--- src/rtl/core/hht_pkg.sv ---
// Package of the hopscotch hash table: sizes, codes, memory row layout and
// the command and status structs between controller and datapath. No dependencies.
package hht_pkg;

  // Table size; must be a power of two.
  localparam int NUM_BUCKETS = 1024;
  localparam int IDX_W       = $clog2(NUM_BUCKETS);
  localparam int CNT_W       = IDX_W + 1;

  // Fixed field widths of the request and response channels.
  localparam int REQ_W  = 2;
  localparam int KEY_W  = 32;
  localparam int HASH_W = 32;
  localparam int VAL_W  = 32;
  localparam int BI_W   = 10;
  localparam int USED_W = 11;
  localparam int NH_W   = 11;
  localparam int ST_W   = 2;

  // Configuration port.
  localparam int APB_AW = 3;
  localparam int APB_DW = 32;
  localparam logic [NH_W-1:0] NH_RESET = NH_W'(8);

  typedef enum logic [REQ_W-1:0] {
    REQ_INSERT = 2'd0,
    REQ_REMOVE = 2'd1,
    REQ_CLEAR  = 2'd2,
    REQ_NOP    = 2'd3
  } req_e;

  typedef enum logic [ST_W-1:0] {
    ST_OK           = 2'd0,
    ST_LARGER_TABLE = 2'd1,
    ST_LARGER_NH    = 2'd2,
    ST_ZERO_HASH    = 2'd3
  } status_e;

  typedef enum logic [2:0] {
    BASE_ZERO,
    BASE_BEGIN,
    BASE_END,
    BASE_SPAN,
    BASE_BI
  } base_e;

  typedef enum logic [1:0] {
    WA_CUR,
    WA_HOLE,
    WA_MV
  } waddr_e;

  typedef enum logic [1:0] {
    WD_ZERO,
    WD_MOVE,
    WD_NEW
  } wdata_e;

  typedef enum logic [1:0] {
    RB_ZERO,
    RB_HOLE,
    RB_BI
  } rbsel_e;

  typedef struct packed {
    logic [HASH_W-1:0] hash;
    logic [KEY_W-1:0]  key;
    logic [VAL_W-1:0]  value;
  } row_t;

  typedef struct packed {
    logic    load;
    logic    set_base;
    base_e   base_sel;
    logic    inc;
    logic    rd;
    logic    take_hole;
    logic    take_mv;
    logic    track;
    logic    wr;
    waddr_e  wa_sel;
    wdata_e  wd_sel;
    logic    hole_from_mv;
    logic    occ_inc;
    logic    occ_dec;
    logic    occ_clr;
    logic    res_set;
    status_e res_st;
    rbsel_e  res_rb;
    logic    res_new;
  } cmd_t;

  typedef struct packed {
    req_e req_type;
    logic zero_hash;
    logic bi_ok;
    logic hit_empty;
    logic hit_match;
    logic movable;
    logic all_same;
    logic last_nh;
    logic last_out;
    logic last_span;
    logic last_all;
    logic in_nh;
    logic span_zero;
    logic nh_full;
  } stat_t;

endpackage

--- src/rtl/core/hht_ctrl.sv ---
// Controller of the hopscotch hash table: sequences scans, hops, writes and results.
// Depends on hht_pkg for the command and status structs.
module hht_ctrl (
  input  logic           clk_i,
  input  logic           rst_ni,
  input  logic           req_valid_i,
  output logic           req_ready_o,
  output logic           rsp_valid_o,
  input  logic           rsp_ready_i,
  input  hht_pkg::stat_t stat_i,
  output hht_pkg::cmd_t  cmd_o
);

  typedef enum logic [3:0] {
    S_CLEAR, S_IDLE, S_DISPATCH, S_NB_RD, S_NB_CHK, S_OUT_RD, S_OUT_CHK, S_HOP,
    S_MV_RD, S_MV_CHK, S_MV_W1, S_MV_W2, S_FINAL, S_RM_RD, S_RM_CHK, S_DONE
  } state_e;

  state_e               state_q, state_d;
  logic                 rsp_valid_q, rsp_valid_d;
  logic                 from_req_q, from_req_d;
  hht_pkg::status_e     res_st_q, res_st_d;
  hht_pkg::rbsel_e      res_rb_q, res_rb_d;
  logic                 res_new_q, res_new_d;
  logic                 out_free;

  assign out_free    = !rsp_valid_q || rsp_ready_i;
  assign req_ready_o = (state_q == S_IDLE);
  assign rsp_valid_o = rsp_valid_q;

  always_comb begin
    state_d    = state_q;
    from_req_d = from_req_q;
    res_st_d   = res_st_q;
    res_rb_d   = res_rb_q;
    res_new_d  = res_new_q;
    cmd_o      = '0;
    case (state_q)
      S_CLEAR: begin
        cmd_o.wr     = 1'b1;
        cmd_o.wa_sel = hht_pkg::WA_CUR;
        cmd_o.wd_sel = hht_pkg::WD_ZERO;
        cmd_o.inc    = 1'b1;
        if (stat_i.last_all) begin
          state_d = from_req_q ? S_DONE : S_IDLE;
        end
      end
      S_IDLE: begin
        if (req_valid_i) begin
          cmd_o.load = 1'b1;
          res_new_d  = 1'b0;
          res_st_d   = hht_pkg::ST_OK;
          res_rb_d   = hht_pkg::RB_ZERO;
          state_d    = S_DISPATCH;
        end
      end
      S_DISPATCH: begin
        case (stat_i.req_type)
          hht_pkg::REQ_INSERT: begin
            if (stat_i.zero_hash) begin
              res_st_d = hht_pkg::ST_ZERO_HASH;
              state_d  = S_DONE;
            end else begin
              cmd_o.set_base = 1'b1;
              cmd_o.base_sel = hht_pkg::BASE_BEGIN;
              state_d        = S_NB_RD;
            end
          end
          hht_pkg::REQ_REMOVE: begin
            res_rb_d = hht_pkg::RB_BI;
            if (stat_i.bi_ok) begin
              cmd_o.set_base = 1'b1;
              cmd_o.base_sel = hht_pkg::BASE_BI;
              state_d        = S_RM_RD;
            end else begin
              state_d = S_DONE;
            end
          end
          hht_pkg::REQ_CLEAR: begin
            cmd_o.set_base = 1'b1;
            cmd_o.base_sel = hht_pkg::BASE_ZERO;
            cmd_o.occ_clr  = 1'b1;
            from_req_d     = 1'b1;
            state_d        = S_CLEAR;
          end
          default: begin
            state_d = S_DONE;
          end
        endcase
      end
      S_NB_RD: begin
        cmd_o.rd = 1'b1;
        state_d  = S_NB_CHK;
      end
      S_NB_CHK: begin
        if (stat_i.hit_empty || stat_i.hit_match) begin
          cmd_o.take_hole = 1'b1;
          state_d         = S_FINAL;
        end else if (stat_i.last_nh) begin
          if (stat_i.nh_full) begin
            res_st_d = hht_pkg::ST_LARGER_TABLE;
            state_d  = S_DONE;
          end else begin
            cmd_o.set_base = 1'b1;
            cmd_o.base_sel = hht_pkg::BASE_END;
            state_d        = S_OUT_RD;
          end
        end else begin
          cmd_o.inc = 1'b1;
          state_d   = S_NB_RD;
        end
      end
      S_OUT_RD: begin
        cmd_o.rd = 1'b1;
        state_d  = S_OUT_CHK;
      end
      S_OUT_CHK: begin
        if (stat_i.hit_empty) begin
          cmd_o.take_hole = 1'b1;
          state_d         = S_HOP;
        end else if (stat_i.last_out) begin
          res_st_d = hht_pkg::ST_LARGER_TABLE;
          state_d  = S_DONE;
        end else begin
          cmd_o.inc = 1'b1;
          state_d   = S_OUT_RD;
        end
      end
      S_HOP: begin
        if (stat_i.in_nh) begin
          state_d = S_FINAL;
        end else if (stat_i.span_zero) begin
          res_st_d = hht_pkg::ST_LARGER_NH;
          state_d  = S_DONE;
        end else begin
          cmd_o.set_base = 1'b1;
          cmd_o.base_sel = hht_pkg::BASE_SPAN;
          state_d        = S_MV_RD;
        end
      end
      S_MV_RD: begin
        cmd_o.rd = 1'b1;
        state_d  = S_MV_CHK;
      end
      S_MV_CHK: begin
        cmd_o.track = 1'b1;
        if (stat_i.movable) begin
          cmd_o.take_mv = 1'b1;
          state_d       = S_MV_W1;
        end else if (stat_i.last_span) begin
          res_st_d = stat_i.all_same ? hht_pkg::ST_LARGER_NH : hht_pkg::ST_LARGER_TABLE;
          state_d  = S_DONE;
        end else begin
          cmd_o.inc = 1'b1;
          state_d   = S_MV_RD;
        end
      end
      S_MV_W1: begin
        cmd_o.wr     = 1'b1;
        cmd_o.wa_sel = hht_pkg::WA_HOLE;
        cmd_o.wd_sel = hht_pkg::WD_MOVE;
        state_d      = S_MV_W2;
      end
      S_MV_W2: begin
        cmd_o.wr           = 1'b1;
        cmd_o.wa_sel       = hht_pkg::WA_MV;
        cmd_o.wd_sel       = hht_pkg::WD_ZERO;
        cmd_o.hole_from_mv = 1'b1;
        state_d            = S_HOP;
      end
      S_FINAL: begin
        cmd_o.wr      = 1'b1;
        cmd_o.wa_sel  = hht_pkg::WA_HOLE;
        cmd_o.wd_sel  = hht_pkg::WD_NEW;
        cmd_o.occ_inc = 1'b1;
        res_new_d     = 1'b1;
        res_rb_d      = hht_pkg::RB_HOLE;
        state_d       = S_DONE;
      end
      S_RM_RD: begin
        cmd_o.rd = 1'b1;
        state_d  = S_RM_CHK;
      end
      S_RM_CHK: begin
        if (!stat_i.hit_empty) begin
          cmd_o.wr      = 1'b1;
          cmd_o.wa_sel  = hht_pkg::WA_CUR;
          cmd_o.wd_sel  = hht_pkg::WD_ZERO;
          cmd_o.occ_dec = 1'b1;
        end
        state_d = S_DONE;
      end
      S_DONE: begin
        cmd_o.res_st  = res_st_q;
        cmd_o.res_rb  = res_rb_q;
        cmd_o.res_new = res_new_q;
        if (out_free) begin
          cmd_o.res_set = 1'b1;
          from_req_d    = 1'b0;
          state_d       = S_IDLE;
        end
      end
      default: begin
        state_d = S_IDLE;
      end
    endcase
  end

  always_comb begin
    rsp_valid_d = rsp_valid_q;
    if (cmd_o.res_set) begin
      rsp_valid_d = 1'b1;
    end else if (rsp_ready_i) begin
      rsp_valid_d = 1'b0;
    end
  end

  always_ff @(posedge clk_i or negedge rst_ni) begin
    if (!rst_ni) begin
      state_q     <= S_CLEAR;
      rsp_valid_q <= 1'b0;
      from_req_q  <= 1'b0;
      res_st_q    <= hht_pkg::ST_OK;
      res_rb_q    <= hht_pkg::RB_ZERO;
      res_new_q   <= 1'b0;
    end else begin
      state_q     <= state_d;
      rsp_valid_q <= rsp_valid_d;
      from_req_q  <= from_req_d;
      res_st_q    <= res_st_d;
      res_rb_q    <= res_rb_d;
      res_new_q   <= res_new_d;
    end
  end

endmodule

--- config.mk ---
export PLATFORM = sky130hd
export DESIGN_NAME = hht_ctrl
export DESIGN_NICKNAME = d
export VERILOG_FILES = /design/src/rtl/core/hht_pkg.sv /design/src/rtl/core/hht_ctrl.sv
export SDC_FILE = /design/constraint.sdc
export NUM_CORES = 1
export LEC_CHECK = 0
export ABC_AREA = 1
export ABC_CLOCK_PERIOD_IN_PS = 4100
export BUFFER_PORTS_ARGS = -buffer_cell sky130_fd_sc_hd__buf_2
export CORE_ASPECT_RATIO = 0.5
export CORE_MARGIN = 2
export CORE_UTILIZATION = 39
export CTS_CLUSTER_SIZE = 16
export DETAILED_ROUTE_END_ITERATION = 8
export HOLD_SLACK_MARGIN = 0.1
export PLACE_DENSITY = 0.75
export REMOVE_ABC_BUFFERS = 1
export SYNTH_ARGS = -nofsm -noshare
export SYNTH_HDL_FRONTEND = slang
export SYNTH_SLANG_ARGS = --single-unit
--- constraint.sdc ---
create_clock -name clk_i -period 4.1 [get_ports clk_i]
set_input_delay 0.615 -clock clk_i [delete_from_list [all_inputs] [get_ports clk_i]]
set_output_delay 0.615 -clock clk_i [all_outputs]
set_load 0.02 [all_outputs]
==> metrics.md, run 1 <==
| Metric | Value |
|---|---|
| Status | `finished clean` |
| P_int | `roughly 420 uW` |
| Synth warnings | `0` |
| CP Launch Type | `flip-flop` |
| Worst EP required | `3480 ps` |
| Max_cap viols | `0` |
| Largest net degree at the start of global routing | `12` |
| Total wire length | `3200 um` |
| Routability Congestion | `~0.91` |
| #FFs+latches synth | `11` |
| Largest cells by area after synthesis | `dfrtp_1 (26%), nand2_1 (20%), nor2_1 (16%)` |
| Via count of the first global-routing pass | `around 1100` |
| Clk_lat worst skew | `230 ps` |
| PwrDens | `approximately 700 nW/um^2` |
| Clock network power share | `0.113` |
| Sequential share of the synthesized area | `0.263` |
| HPWL Detailed | `2710 um` |
| Drt wl/cell | `11.6 um` |
| Share of the synthesized area in the top cell type | `0.263` |
| CTS clock-pin slew for the worst setup and hold paths | `~50 ps` |
| DIE HEIGHT | `a little over 40 um` |
| Die area | `around 3100 um^2` |
| Syn_area_per_cell | `between 5 and 6 um^2` |
| Final Hold Fails | `0` |
| Combinational power share | `0.670` |
| Mapped Area | `roughly 1000 um^2` |
| Clock root cell | `clkbuf_8` |
| Syn-to-layout area delta | `28.8%` |
| Hold WS | `between 200 and 250 ps` |
| Util after Layout | `0.524` |
| Synthesized instance count | `about 190` |
| Total global routing overflow | `0` |
| Filler cells | `274` |
| Port-buffer cells | `45` |
| R2R Path Start | `state_q[3]$_DFFE_PN0P_` |
| Post-synth top flop | `dfrtp_1` |
| Post-synth top area cell | `dfrtp_1` |
| RSZ-0062 raised after global routing | `false` |
| Pre-antenna DRT Iters | `4` |
| Initial Utilization | `0.407` |
| Layout Nets | `around 260` |
| Net Sw Frac | `0.550` |
| CTS Hold Buffers Added | `0` |
| Post-synth EDFFs | `0` |
| Total track usage | `0.221` |
| Critical Path Start | `state_q[3]$_DFFE_PN0P_` |
| CTS Buf Count | `3` |
| DR vias | `1345` |
| Slew headroom | `0.771` |
| Unique masters post-synth | `18` |
| Sequential Power Share | `0.217` |
| Number of remaining DRC errors | `0` |
| Num ports | `46` |
| CP Capture Point | `cmd_o[6]` |
| Switching power | `between 500 and 600 uW` |
| Overall Power | `940 uW` |
| Period utilization | `0.549` |
| Peak supply drop | `just under 0.2 mV` |
| Worst Setup End Kind | `output port` |
| Fin Clk Skew | `between 2 and 3 ps` |
| Fmax | `0.444 GHz` |
| DR iter-0 viols | `92` |
| ANT cells | `0` |
| First-pass GRT wire length | `between 5000 and 6000 um` |
| Via density | `4.89` |
| Slew Limit Fails | `0` |
| Initial antenna violation count | `0` |
| P_leak | `between 0.8 and 0.9 nW` |
| Post-route insts no fill | `between 200 and 300` |
| Htree depth | `1` |
| Worst-Margin Slew | `342 ps` |
| Crit Reg-Reg Endpoint | `state_q[2]$_DFFE_PN0P_` |
| Tmin final | `2250 ps` |
| Setup CP Type | `reg2out` |
| Layout cells sized above 1 | `0.210` |
| Num rows | `13` |
| Most common cell in the synthesized netlist | `nand2_1` |
| Hold crit path type | `in2async` |
| Longest Clk Path Bufs | `2` |
| Fraction of registers with async set or reset after synthesis | `1.00` |
| Worst Path Arrival | `1630 ps` |
| # setup viols final | `0` |
| Reg2Reg Depth | `6` |
| Routed Antenna Nets | `0` |
| R2R Setup Slk | `2450 ps` |
| # clock sinks | `11` |
| Post-CTS sizing | `0` |
| Setup_tns | `0 ps` |
| Most frequent cells after synthesis | `nand2_1 (57), nor2_1 (45), inv_1 (28), nand3_1 (20), dfrtp_1 (11)` |
| Post-CTS Setup Inserts | `0` |
| Width of the die | `77.2 um` |
| Core box area | `roughly 2600 um^2` |
| Critical-path maximum fanout | `8` |
| CTS tree | `done` |
| Dpl cells | `271` |
==> placed cells by master (no fill, tap or decap) <==
| cell type | instances |
|---|---|
| a21boi_1 | 1 |
| nand3b_1 | 1 |
| o211ai_1 | 3 |
| o21ai_0 | 9 |
| o221ai_1 | 1 |
| nor3_1 | 2 |
| o2111ai_1 | 1 |
| nor2_2 | 1 |
| buf_2 | 45 |
| nand4_1 | 2 |
| a22oi_1 | 1 |
| nand3_1 | 20 |
| inv_1 | 28 |
| clkbuf_8 | 3 |
| dfrtp_1 | 11 |
| nor2_1 | 45 |
| a21oi_1 | 5 |
| or2_2 | 1 |
| nand2_1 | 57 |
| clkbuf_1 | 1 |
==> per-layer routing <==
metal / vias up / GRT usage / part of all wire
li1: 698 / - / -
met1: 590 / 0.330 / 0.51
met2: 55 / 0.359 / 0.42
met3: 2 / 0.00661 / 0.059
met4: 0 / 0.0670 / 0.0044
met5: - / 0 / 0
==> critical path, cell delays in order, from the launching register on <==
cell and delay, ps:
dfrtp_1 440, nor2_1 320, nand2_1 260, nor2_1 190, buf_2 190
==> stage by stage <==
| step | cell area, um^2 | setup slack, ps |
|---|---|---|
| finish | 1350 | 1850 |
| CTS | 1350 | 1870 |
| global placement | 1300 | 2020 |
| detailed placement | 1300 | 2000 |
| floorplan | 1030 | 2040 |
| global route | 1350 | 1680 |
==> flip-flops by register name, summed over array words and instances, names as in the netlist <==
signal and flops:
res_new_q 1, res_rb_q 2, state_q 4, res_st_q 2, from_req_q 1, rsp_valid_o 1
==> power groups by stage <==
stage          Clock (mW)  Sequential [mW]  Combinational [mW]
2_1_floorplan           0            0.197               0.446
3_3_place_gp            0            0.202               0.636
3_5_place_dp            0            0.202               0.626
4_1_cts             0.108            0.203               0.625
5_1_grt             0.116            0.214               0.716
6_report            0.106            0.204               0.630
==> worst min path at each step <==
stage                     depth (start not counted)  slack [ps]                       to                    start
after global placement                            2         450  res_rb_q[0]$_DFFE_PN0P_  res_rb_q[0]$_DFFE_PN0P_
after floorplan                                   0         320   from_req_q$_DFFE_PN0P_                   rst_ni
after global routing                              1         250  res_rb_q[1]$_DFFE_PN0P_                   rst_ni
final                                             1         240  res_rb_q[1]$_DFFE_PN0P_                   rst_ni
after CTS                                         1         250  res_rb_q[1]$_DFFE_PN0P_                   rst_ni
after detailed placement                          2         460  res_st_q[0]$_DFFE_PN0P_  res_st_q[0]$_DFFE_PN0P_
==> final cells by class <==
| class | instances | area [um^2] | share of cell area |
|---|---|---|---|
| Clock buffer | 4 | 45.0 | 0.0334 |
| Inverter | 28 | 105 | 0.0780 |
| Multi-Input combinational cell | 150 | 651 | 0.483 |
| Sequential cell | 11 | 275 | 0.204 |
| Tap cell | 37 | 46.3 | 0.0344 |
| Timing Repair Buffer | 45 | 225 | 0.167 |
==> kinds of logic (layout without fill, tap and decap cells) <==
logic type | after synthesis | count (layout) | share of synthesized area
flops | 11 | 11 | 0.263
simple gates | 129 | 129 | 0.502
buf+inv | 30 | 77 | 0.115
compound gates | 21 | 21 | 0.120
(Power assumes the default switching activity.)
==> run 2: changes to the inputs <==
ABC_CLOCK_PERIOD_IN_PS = 2000   (was 4100)
PLACE_DENSITY = 0.78   (was 0.75)
clock period = 2 ns   (was 4.1 ns; I/O delays follow)
==> metrics.md, run 2 (synthesized netlist as in run 1, its figures left out) <==
| Metric | Value |
|---|---|
| CTS Buf Count | `3` |
| Filler cells | `279` |
| Post-route insts no fill | `280` |
| Worst path cell trace | `inv_1 -> nor2_1 -> nand2_1 -> o2111ai_1 -> buf_2` |
| Buf/Inv on CP | `2` |
| Hold crit path type | `in2reg` |
| Layout cells sized above 1 | `0.243` |
| Switching power | `roughly 1.1 mW` |
| Worst Slack Setup Final | `between 100 and 150 ps` |
| P_leak | `0.865 nW` |
| Slew headroom | `0.760` |
| Crit path max-delay family | `flip-flops` |
| Footprint of the multi-input gates | `668 um^2` |
| Most common cell after layout, fill and taps aside | `nand2_1` |
| Util after Layout | `0.547` |
| Sequential Power Share | `0.199` |
| Routability Congestion | `0.958` |
| Num ports | `46` |
| Fin Clk Skew | `between 3 and 4 ps` |
| Die area | `3140 um^2` |
| Combinational power share | `0.691` |
| Clock network power share | `0.110` |
| Initial Utilization | `0.407` |
| Clk_lat worst skew | `approximately 240 ps` |
| Pre-antenna DRT Iters | `5` |
| Placed Area | `1330 um^2` |
| ANT cells | `0` |
| P_int | `922 uW` |
| Syn-to-layout area delta | `34.3%` |
| Via density | `5.15` |
| Worst Path Arrival | `1590 ps` |
| Worst-Margin Slew | `359 ps` |
| CP max stage delay | `440 ps` |
| Top flop regs | `state_q: 4 flops, res_rb_q: 2 flops, res_st_q: 2 flops` |
| Slew Limit Fails | `0` |
| Peak supply drop | `0.552 mV` |
| First-pass GRT wire length | `5240 um` |
| Post-CTS Setup Inserts | `0` |
| CTS clock-pin slew for the worst setup and hold paths | `50 ps` |
| Pre-CTS WS | `about 350 ps` |
| Total wire length | `3630 um` |
| Routed Antenna Nets | `0` |
| Core box area | `2570 um^2` |
| DR vias | `1441` |
| PwrDens | `1460 nW/um^2` |
| Layout Nets | `approximately 260` |
| # setup viols final | `0` |
| Fmax | `0.529 GHz` |
| HPWL Detailed | `between 2000 and 3000 um` |
| Port-buffer cells | `45` |
| Drt wl/cell | `13.0 um` |
| Design area | `1410 um^2` |
| CP Launch Type | `flip-flop` |
| DIE HEIGHT | `40.6 um` |
| Final Hold Fails | `0` |
| Critical-path maximum fanout | `7` |
| Period utilization | `0.946` |
| Initial antenna violation count | `0` |
| Via count of the first global-routing pass | `1109` |
| Status | `finished clean` |
| Dpl cells | `275` |
| Worst EP required | `around 1700 ps` |
| Max reg flops | `4` |
| Number of remaining DRC errors | `0` |
| Num rows | `13` |
| Most frequent cells in the layout | `nand2_1 (57), buf_2 (45), nor2_1 (40), inv_1 (28), nand3_1 (20)` |
| CTS tree | `done` |
| DR iter-0 viols | `97` |
| Largest net degree at the start of global routing | `12` |
| Htree depth | `1` |
| Worst Setup End Kind | `output port` |
| Total track usage | `0.225` |
| Width of the die | `roughly 77 um` |
| Register name with the most flops | `state_q` |
| CP max stage cell | `dfrtp_1` |
| Register Area | `275 um^2` |
| Clock root cell | `clkbuf_8` |
| Max_cap viols | `0` |
| Longest Clk Path Bufs | `2` |
| # clock sinks | `11` |
| Tmin final | `between 1500 and 2000 ps` |
| Net Sw Frac | `0.552` |
| Total global routing overflow | `0` |
| Setup CP Type | `reg2out` |
## run 2: cell types whose count changed in the layout (fill, tap and decap cells not counted)
| cell | before | now |
|---|---|---|
| nor2_1 | 45 | 40 |
| buf_4 | 0 | 4 |
| nor2_2 | 1 | 5 |
| dlygate4sd3_1 | 0 | 1 |
| nor2_4 | 0 | 1 |
## run 2: stage by stage
| step | setup TNS (ps) | power, mW | hold slack (ps) |
|---|---|---|---|
| after CTS | 0 | 2.00 | 266 |
| after detailed placement | 0 | 1.76 | 185 |
| after global routing | -2.99 | 2.23 | 277 |
| after floorplan | 0 | 1.32 | 4.41 |
| final | 0 | 2.06 | 265 |
| after global placement | 0 | 1.78 | 182 |
## run 2: repair_timing
action / in CTS / in global routing
hold buffers: 1 / 0
gates resized for setup: 0 / 6
hold endpoints to repair: 11 / 0
setup endpoints to repair: 0 / 4
## run 2: final timing paths
path | from | depth (start not counted) | slack [ps] | end
max | state_q[3]$_DFFE_PN0P_ | 5 | 110 | cmd_o[19]
min | rsp_ready_i | 2 | 270 | rsp_valid_o$_DFFE_PN0P_
max reg2reg | state_q[1]$_DFFE_PN0P_ | 8 | 330 | state_q[2]$_DFFE_PN0P_
min reg2reg | res_rb_q[0]$_DFFE_PN0P_ | 2 | 470 | res_rb_q[0]$_DFFE_PN0P_
max in group asynchronous | rst_ni | 2 | 1300 | rsp_valid_o$_DFFE_PN0P_
min in group asynchronous | rst_ni | 2 | 490 | res_st_q[0]$_DFFE_PN0P_
## run 2: power by group through the flow
stage	registers, mW	clock network, mW	logic, mW
after floorplan	0.404	0	0.914
after global placement	0.408	0	1.37
after detailed placement	0.409	0	1.35
after CTS	0.406	0.230	1.36
after global routing	0.426	0.242	1.56
final	0.409	0.227	1.42
## run 2: layer usage
metal,up-vias,routed length [um],global-route usage
li1,709,-,-
met1,639,1690,0.330
met2,87,1540,0.348
met3,6,370,0.0264
met4,0,37,0.0759
met5,-,0,0
## run 2: layout make-up
cell class | instances | area share
clock buffers | 4 | 0.0321
inverters | 28 | 0.0748
multi-input cells | 150 | 0.476
flip-flops and latches | 11 | 0.196
well taps | 37 | 0.0329
repair buffers | 50 | 0.189
==> run 3: changes to the inputs <==
CORE_MARGIN = 10   (was 2)
==> metrics.md, run 3 (synthesized netlist as in run 1, its figures left out) <==
| Metric | Value |
|---|---|
| PwrDens | `roughly 1500 nW/um^2` |
| Footprint of the multi-input gates | `slightly below 700 um^2` |
| Routability Congestion | `0.985` |
| Met3 usage | `0.0265` |
| Placed Area | `1310 um^2` |
| Routed Antenna Nets | `0` |
| Fmax | `around 0.53 GHz` |
| Combinational power share | `0.685` |
| Design area | `1390 um^2` |
| DIE HEIGHT | `56.6 um` |
| Worst-Margin Slew | `~340 ps` |
| Layout cells sized above 1 | `0.258` |
| Syn-to-layout area delta | `33.3%` |
| Setup CP Type | `reg2out` |
| Hold crit path type | `in2reg` |
| Number of remaining DRC errors | `0` |
| Via density | `5.17` |
| ANT cells | `0` |
| Pre-antenna DRT Iters | `5` |
| Dpl cells | `~270` |
| Filler cells | `281` |
| Pre-CTS WS | `between 300 and 400 ps` |
| Total wire length | `3960 um` |
| Tmin final | `1900 ps` |
| Layout Nets | `260` |
| Overall Power | `2.07 mW` |
| Critical Path Start | `state_q[0]$_DFFE_PN0P_` |
| Initial Utilization | `0.407` |
| Die area | `5280 um^2` |
| Largest net degree at the start of global routing | `12` |
| First-pass GRT wire length | `6560 um` |
| Worst Slack Setup Final | `between 90 and 100 ps` |
| Post-CTS Setup Inserts | `0` |
| Switching power | `1.17 mW` |
| Hold Crit Start | `rsp_ready_i` |
| Worst Path Arrival | `1600 ps` |
| HPWL Detailed | `3340 um` |
| Critical-path maximum fanout | `5` |
| CTS Buf Count | `3` |
| Worst EP required | `around 1700 ps` |
| Total global routing overflow | `0` |
| P_leak | `0.851 nW` |
| Status | `finished clean` |
| Hold Path Cell Cnt | `2` |
| Register name with the most flops | `state_q` |
| CTS clock-pin slew for the worst setup and hold paths | `50 ps` |
| Num rows | `13` |
| Drt wl/cell | `14.3 um` |
| Net Sw Frac | `0.565` |
| # setup viols final | `0` |
| Via count of the first global-routing pass | `1409` |
| DR iter-0 viols | `118` |
| Clk_lat worst skew | `240 ps` |
| Top flop regs | `state_q: 4 flops, res_rb_q: 2 flops, res_st_q: 2 flops` |
| Max_cap viols | `0` |
| Core box area | `around 2600 um^2` |
| Met2 usage | `0.233` |
| Num ports | `46` |
| Clock root cell | `clkbuf_8` |
| Sequential Power Share | `0.204` |
| Most common cell after layout, fill and taps aside | `nand2_1` |
| Fin Clk Skew | `between 4 and 5 ps` |
| P_int | `between 800 and 900 uW` |
| Post-route insts no fill | `277` |
| Worst Setup End Kind | `output port` |
| Initial antenna violation count | `0` |
| GR Util met1 | `0.195` |
| Peak supply drop | `between 0.6 and 0.7 mV` |
| CP Launch Type | `flip-flop` |
| DR vias | `approximately 1400` |
| R2R Path Start | `state_q[1]$_DFFE_PN0P_` |
| RSZ-0062 raised after global routing | `true` |
| Max reg flops | `4` |
| Port-buffer cells | `45` |
| Util after Layout | `0.542` |
| Longest Clk Path Bufs | `2` |
| Clock network power share | `0.111` |
| Most Used Layer, Global Route | `met2` |
| Period utilization | `0.952` |
| Slew headroom | `0.773` |
| Register Area | `277 um^2` |
| Final Hold Fails | `0` |
| Width of the die | `~93 um` |
| Slew Limit Fails | `0` |
| Htree depth | `1` |
| Reg2Reg Depth | `8` |
| CTS tree | `done` |
| Total track usage | `0.146` |
| Most frequent cells in the layout | `nand2_1 (55), buf_2 (45), nor2_1 (38), inv_1 (28), nand3_1 (20)` |
| # clock sinks | `11` |
[run 3: cell count changes in the layout (fill, tap and decap cells not counted), sizes merged]
cell	delta
buf	-3
[run 3: layer usage]
layer  up-vias  part of all wire
li1        701                 -
met1       665              0.47
met2        63              0.46
met3         4             0.065
met4         0            0.0066
met5         -                 0
[run 3: metrics by stage]
step	hold WS, ps	setup TNS [ps]
6_report	250	0
5_1_grt	270	-36.3
4_1_cts	245	0
3_5_place_dp	187	0
3_3_place_gp	183	0
2_1_floorplan	4.41	0
[run 3: layout make-up]
class                   count  area share
inverters                  28      0.0754
well taps                  37      0.0332
flip-flops and latches     11       0.198
repair buffers             47       0.174
clock buffers               4      0.0323
multi-input cells         150       0.487
[run 3: worst max-delay path, cell delays in order (launching register included)]
cell,delay (ps)
dfrtp_1,430
inv_1,130
nor2_2,210
nand2_1,150
o2111ai_1,240
buf_2,210
[run 3: path summary, 6_finish.rpt]
kind                       slack, ps                 endpoint
min in group asynchronous        460  res_rb_q[1]$_DFFE_PN0P_
max in group asynchronous       1320   state_q[3]$_DFFE_PN0P_
max                              100                cmd_o[19]
max reg2reg                      350   state_q[3]$_DFFE_PN0P_
min                              250  rsp_valid_o$_DFFE_PN0P_
min reg2reg                      480  res_st_q[1]$_DFFE_PN0P_
[run 3: what timing repair did]
action                                  in CTS  in global routing
endpoints found under the setup margin       0                  8
hold buffers                                 1                  0
gates resized for setup                      0                 11
hold endpoints to repair                    11                  0
[run 3: power groups by stage]
stage | clock (mW) | sequential (mW) | combinational (mW)
global route | 0.240 | 0.440 | 1.57
CTS | 0.234 | 0.409 | 1.35
finish | 0.230 | 0.422 | 1.42
global placement | 0 | 0.406 | 1.36
floorplan | 0 | 0.404 | 0.914
detailed placement | 0 | 0.410 | 1.34
